$ cat config.mk
export PLATFORM = sky130hd
export DESIGN_NAME = npf_stats
export DESIGN_NICKNAME = d
export VERILOG_FILES = /design/src/design/npf_pkg.sv /design/src/design/npf_ram.sv /design/src/design/npf_stats.sv
export SDC_FILE = /design/constraint.sdc
export NUM_CORES = 2
export LEC_CHECK = 0
export ABC_AREA = 0
export BUFFER_PORTS_ARGS = -buffer_cell sky130_fd_sc_hd__buf_2
export CORE_MARGIN = 5
export CORE_UTILIZATION = 54
export CTS_CLUSTER_SIZE = 14
export DETAILED_ROUTE_END_ITERATION = 8
export HOLD_SLACK_MARGIN = 0.15
export PLACE_DENSITY_LB_ADDON = 0.25
export SETUP_SLACK_MARGIN = 0.02
export SLEW_MARGIN = 20
export SYNTH_ARGS = -nofsm -noshare
export SYNTH_HDL_FRONTEND = slang
export SYNTH_SLANG_ARGS = --single-unit
$ cat constraint.sdc
create_clock -name i_clk -period 14 [get_ports i_clk]
set_clock_uncertainty 0.15 [all_clocks]
set_input_delay 1.4 -clock i_clk [delete_from_list [all_inputs] [get_ports i_clk]]
set_output_delay 1.4 -clock i_clk [all_outputs]
set_load 0.005 [all_outputs]
$ cat src/design/npf_pkg.sv
`timescale 1ns / 1ps

package npf_pkg;

    localparam int DATA_W          = 32;
    localparam int SEC_ID_W        = 5;
    localparam int STACK_DEPTH_DEF = 32;
    localparam int SECTIONS_DEF    = 32;

    // operation codes on the func field
    localparam logic FN_START = 1'b0;
    localparam logic FN_END   = 1'b1;

    typedef enum logic [1:0] {
        ST_OK    = 2'd0,
        ST_FULL  = 2'd1,
        ST_EMPTY = 2'd2
    } t_status;

    // outcome of the stack step for one item
    typedef struct packed {
        t_status             status;
        logic                upd;   // successful end, statistics get updated
        logic [DATA_W-1:0]   dur;
    } t_stk_op;

    // per-section statistics record
    typedef struct packed {
        logic [DATA_W-1:0] total;
        logic [DATA_W-1:0] count;
        logic [DATA_W-1:0] peak;
        logic [DATA_W-1:0] peak_idx;
    } t_stats;

endpackage

$ cat src/design/npf_ram.sv
`timescale 1ns / 1ps

module npf_ram #(
    parameter int WIDTH = 32,
    parameter int DEPTH = 32
) (
    input  logic                     i_clk,
    input  logic                     i_we,
    input  logic [$clog2(DEPTH)-1:0] i_waddr,
    input  logic [WIDTH-1:0]         i_wdata,
    input  logic [$clog2(DEPTH)-1:0] i_raddr,
    output logic [WIDTH-1:0]         o_rdata
);

    logic [WIDTH-1:0] r_mem [DEPTH];
    logic [WIDTH-1:0] r_rdata;

    always_ff @(posedge i_clk) begin
        if (i_we) begin
            r_mem[i_waddr] <= i_wdata;
        end
        r_rdata <= r_mem[i_raddr];
    end

    assign o_rdata = r_rdata;

endmodule

$ cat src/design/npf_stats.sv
`timescale 1ns / 1ps

module npf_stats #(
    parameter int SECTIONS = npf_pkg::SECTIONS_DEF,
    parameter int SW       = 5
) (
    input  logic              i_clk,
    input  logic              i_rst_n,
    input  logic [SW-1:0]     i_raddr,
    input  logic              i_we,
    input  logic [SW-1:0]     i_waddr,
    input  npf_pkg::t_stk_op  i_op,
    output npf_pkg::t_stats   o_stats
);
    import npf_pkg::*;

    localparam int RW = $bits(t_stats);

    logic [SECTIONS-1:0] r_valid;
    logic                r_vld_rd;
    logic                r_byp_hit;
    t_stats              r_byp_data;

    logic [RW-1:0]       ram_rdata;
    t_stats              cur, nxt;

    npf_ram #(
        .WIDTH (RW),
        .DEPTH (SECTIONS)
    ) u_ram (
        .i_clk   (i_clk),
        .i_we    (i_we),
        .i_waddr (i_waddr),
        .i_wdata (nxt),
        .i_raddr (i_raddr),
        .o_rdata (ram_rdata)
    );

    always_ff @(posedge i_clk) begin
        if (!i_rst_n) begin
            r_valid   <= '0;
            r_vld_rd  <= 1'b0;
            r_byp_hit <= 1'b0;
        end else begin
            if (i_we) begin
                r_valid[i_waddr] <= 1'b1;
            end
            r_vld_rd  <= r_valid[i_raddr];
            r_byp_hit <= i_we && (i_waddr == i_raddr);
        end
    end

    always_ff @(posedge i_clk) begin
        r_byp_data <= nxt;
    end

    // a never-written section reads as zero
    always_comb begin
        if (r_byp_hit) begin
            cur = r_byp_data;
        end else if (r_vld_rd) begin
            cur = t_stats'(ram_rdata);
        end else begin
            cur = '0;
        end
        nxt       = cur;
        nxt.total = cur.total + i_op.dur;
        nxt.count = cur.count + DATA_W'(1);
        if (i_op.dur > cur.peak) begin
            nxt.peak     = i_op.dur;
            nxt.peak_idx = cur.count;
        end
    end

    always_comb begin
        unique case (i_op.status)
            ST_OK:    o_stats = i_op.upd ? nxt : cur;
            ST_FULL:  o_stats = cur;
            ST_EMPTY: o_stats = '0;
            default:  o_stats = '0;
        endcase
    end

endmodule
==> metrics.md <==
| Metric | Value |
|---|---|
| # DRC | `0` |
| Post-route ant nets | `0` |
| Htree depth | `5` |
| EDFF count, synth | `4096` |
| Crit-path max FO | `101` |
| Flops & latches, synth | `4386` |
| Synth area leaders | `edfxtp_1 (73%), mux4_2 (17%), dfxtp_1 (3.5%)` |
| Pwr per Cell Area | `142 nW/um2` |
| Worst-Margin Slew | `1.23 ns` |
| Setup crit end kind | `output pin` |
| Most frequent cells in the layout | `edfxtp_1 (4096), mux4_2 (1290), clkbuf_16 (429), dfxtp_1 (289), buf_4 (231)` |
| Post-Synthesis Cell Area | `168000 um2` |
| RSZ-0062 raised after global routing | `no` |
| Critical Path Start Type | `flop` |
| Starting density of the core | `54.3%` |
| Critical path's top delay family | `simple AND/OR/NAND/NOR gates` |
| Drt first pass iters | `6` |
| IO Pins | `176` |
| Slew Limit Fails | `0` |
| Ys flop type | `edfxtp_1` |
| HPWL Detailed | `224000 um` |
| Largest stage delay on the critical path | `0.72 ns` |
| Count of cell types in the netlist | `63` |
| Vias | `82300` |
| Syn. warnings | `0` |
| Hold/Removal Path Class | `flop to flop` |
| Outcome | `finished clean` |
| Global-route wire length before repair | `630000 um` |
| Post-Syn Instances | `7244` |
| CP cell instances | `nor2b_4 > buf_12 > a22oi_1 > ha_1 > nand4_1 > or2_2 > nor3_1 > nand2_1 > nor3_1 > nor2_4 > nand2_4 > buf_4 > nor2_1 > a211oi_1 > buf_2` |
| Area growth, synth to finish | `13.2%` |
| Crit Path Category | `flop to output pin` |
| Synthesized net count | `7355` |
| Combinational share of power | `4.7%` |
| CTS tree | `yes` |
| Slew Limit Headroom | `17.9%` |
| Reg clk slew, reported paths | `0.06 ns` |
| Slowest CP cell | `buf_4` |
| Clk_lat worst skew | `0.97 ns` |
| Vias in the first global route | `82600` |
| Crit path DAT | `7.63 ns` |
| Post-cts sizing count | `0` |
| CP dominant cell by count | `nor3_1` |
| Initial antenna violation count | `24` |
| Clk sinks | `4386` |
| Nets | `7816` |
| Chip width | `568 um` |
| WL/cell | `36.8 um` |
| Post-synth ARST share | `0%` |
| Fin Setup TNS | `0 ns` |
| CTS Buf Count | `426` |
| Final Hold Fails | `0` |
| Clock power frac | `41.7%` |
| Iter 0 DRT Violations | `12400` |
| Num rows | `204` |
| Crit path buffers/inverters | `3` |
| Pint | `21400 uW` |
| Vias per cell | `6.75` |
| Grt ovf | `0` |
| Min Tclk post-route | `9.18 ns` |
| Switching Power | `5680 uW` |
| CP Data Required Time | `12.45 ns` |
| Clock buffer depth | `4` |
| Total core area | `309000 um2` |
| Avg Inst Size Synth | `23.2 um2` |
| Worst-case vdd ir drop | `0.117 mV` |
| Max_cap viols | `0` |
| Lkg Pwr | `0.0605 uW` |
| Postcts setup bufs | `0` |
| Placer Congestion | `0.852` |
| Die Area | `322000 um2` |
| Routed WL | `449000 um` |
| Fmax | `109 MHz` |
| Sequential Power Share | `53.6%` |
| Leading cell type in the layout, fill and taps excluded | `edfxtp_1` |
| Sequential area share after synthesis | `76.7%` |
| Number of hold buffers added after CTS | `0` |
| Root buf cell | `clkbuf_16` |
| Synth area leader | `edfxtp_1` |
| Die H | `568 um` |
| Share of layout cells above drive strength 1 | `32.9%` |
| Port buffer count | `175` |
| Gr usage total | `27.6%` |
| Setup-failing EPs final | `0` |
| Final cycle utilization of the critical path | `65.6%` |
| Sw frac | `21.0%` |
| Yosys top cell area share | `73.3%` |
| Fin area | `190000 um2` |
| Largest net degree at the start of global routing | `151` |
| Cell Area, Placed | `176000 um2` |
[metal layers]
layer	up-vias	part of all wire (%)	routed length (um)	global-route usage (%)
met5	-	0.0089	40	0
met3	787	10	44700	4.45
met2	5214	49	220000	44.7
met1	44400	38	169000	39.3
met4	6	3.4	15400	8.88
li1	31900	-	-	-
[worst reg2reg max path, stage by stage (launching register included)]
cell,delay (ns)
dfxtp_1,0.71
nor2b_4,0.30
buf_12,0.34
a22oi_1,0.78
ha_1,0.42
nand4_1,0.12
or2_2,0.35
nor3_1,0.21
nand2_1,0.36
o221ai_4,0.28
buf_4,0.51
o31a_2,0.28
buf_4,0.62
buf_4,0.86
mux2i_4,0.96
[flip-flops by register name, summed over array words and instances (netlist names)]
name	cells
r_valid	32
u_ram.r_mem	4096
r_vld_rd	1
r_byp_hit	1
r_byp_data	128
u_ram.o_rdata	128
[synth_stat cells (3+ instances only)]
| cell | number |
|---|---|
| ha_1 | 62 |
| xnor2_1 | 46 |
| a22oi_1 | 90 |
| nand2b_1 | 5 |
| or2_2 | 3 |
| nand2_1 | 65 |
| nor3_1 | 38 |
| nand4_1 | 10 |
| nand3_1 | 22 |
| and3_1 | 32 |
| mux2_2 | 128 |
| a21o_1 | 30 |
| or3_1 | 8 |
| clkbuf_1 | 292 |
| nor2_1 | 178 |
| inv_1 | 43 |
| xor2_1 | 44 |
| a21oi_1 | 54 |
| a31oi_1 | 8 |
| o21a_1 | 40 |
| edfxtp_1 | 4096 |
| nor4_1 | 7 |
| buf_1 | 93 |
| mux4_2 | 1290 |
| a211oi_1 | 69 |
| nor2b_1 | 7 |
| mux2i_1 | 65 |
| dfxtp_1 | 290 |
| a221o_1 | 5 |
| buf_2 | 10 |
| o211ai_1 | 5 |
| nand3b_1 | 7 |
| a22o_1 | 37 |
| o21ai_0 | 20 |
[cell families after synthesis]
family	synth area share, %
and+or+nand+nor	1.14
DFF	76.7
muxes	18.6
buffers and inverters	1.01
AOI/OAI and AO/OA	1.61
adders and majority gates	0.486
xor gates and xnor gates	0.470
[through the flow]
stage / instances / power [uW] / setup WS (ns) / utilization [%] / hold slack [ns]
after CTS: 12200 / 27200 / 5.02 / 61.3 / 0.316
after detailed placement: 11400 / 16000 / 6.12 / 56.9 / 0.302
after global placement: 11400 / 16000 / 6.24 / 56.8 / 0.291
after floorplan: 7244 / 15600 / 5.70 / - / 0.285
after global routing: 12200 / 27800 / 4.62 / 61.5 / 0.328
final: 12200 / 27000 / 4.82 / 61.5 / 0.314
[power by group through the flow]
stage / clock network, uW / logic (uW) / registers, uW
floorplan: 0 / 818 / 14800
global placement: 0 / 1240 / 14800
detailed placement: 0 / 1260 / 14800
CTS: 11400 / 1260 / 14500
global route: 12000 / 1330 / 14500
finish: 11300 / 1260 / 14500
[final timing paths]
path                                   from                   to  slack, ns  depth (start not counted)
worst min register to register  r_valid[18]          r_valid[18]       0.31                          1
worst min-delay path            r_valid[18]          r_valid[18]       0.31                          1
worst max-delay path               r_vld_rd          o_stats[39]       4.82                         15
worst max register to register     r_vld_rd  u_ram.r_mem[23][10]       6.40                         14
[area by class of cell]
| cell class | instances | area [um2] |
|---|---|---|
| Inverter | 45 | 169 |
| Antenna cell | 10 | 25.0 |
| Clock buffer | 587 | 11800 |
| Fill cell | 20700 | 119000 |
| Tap cell | 4120 | 5150 |
| Sequential cell | 4386 | 129000 |
| Clock inverter | 209 | 1950 |
| Multi-Input combinational cell | 2415 | 38900 |
| Timing Repair Buffer | 431 | 3170 |
Power figures use the tool's default switching activity.
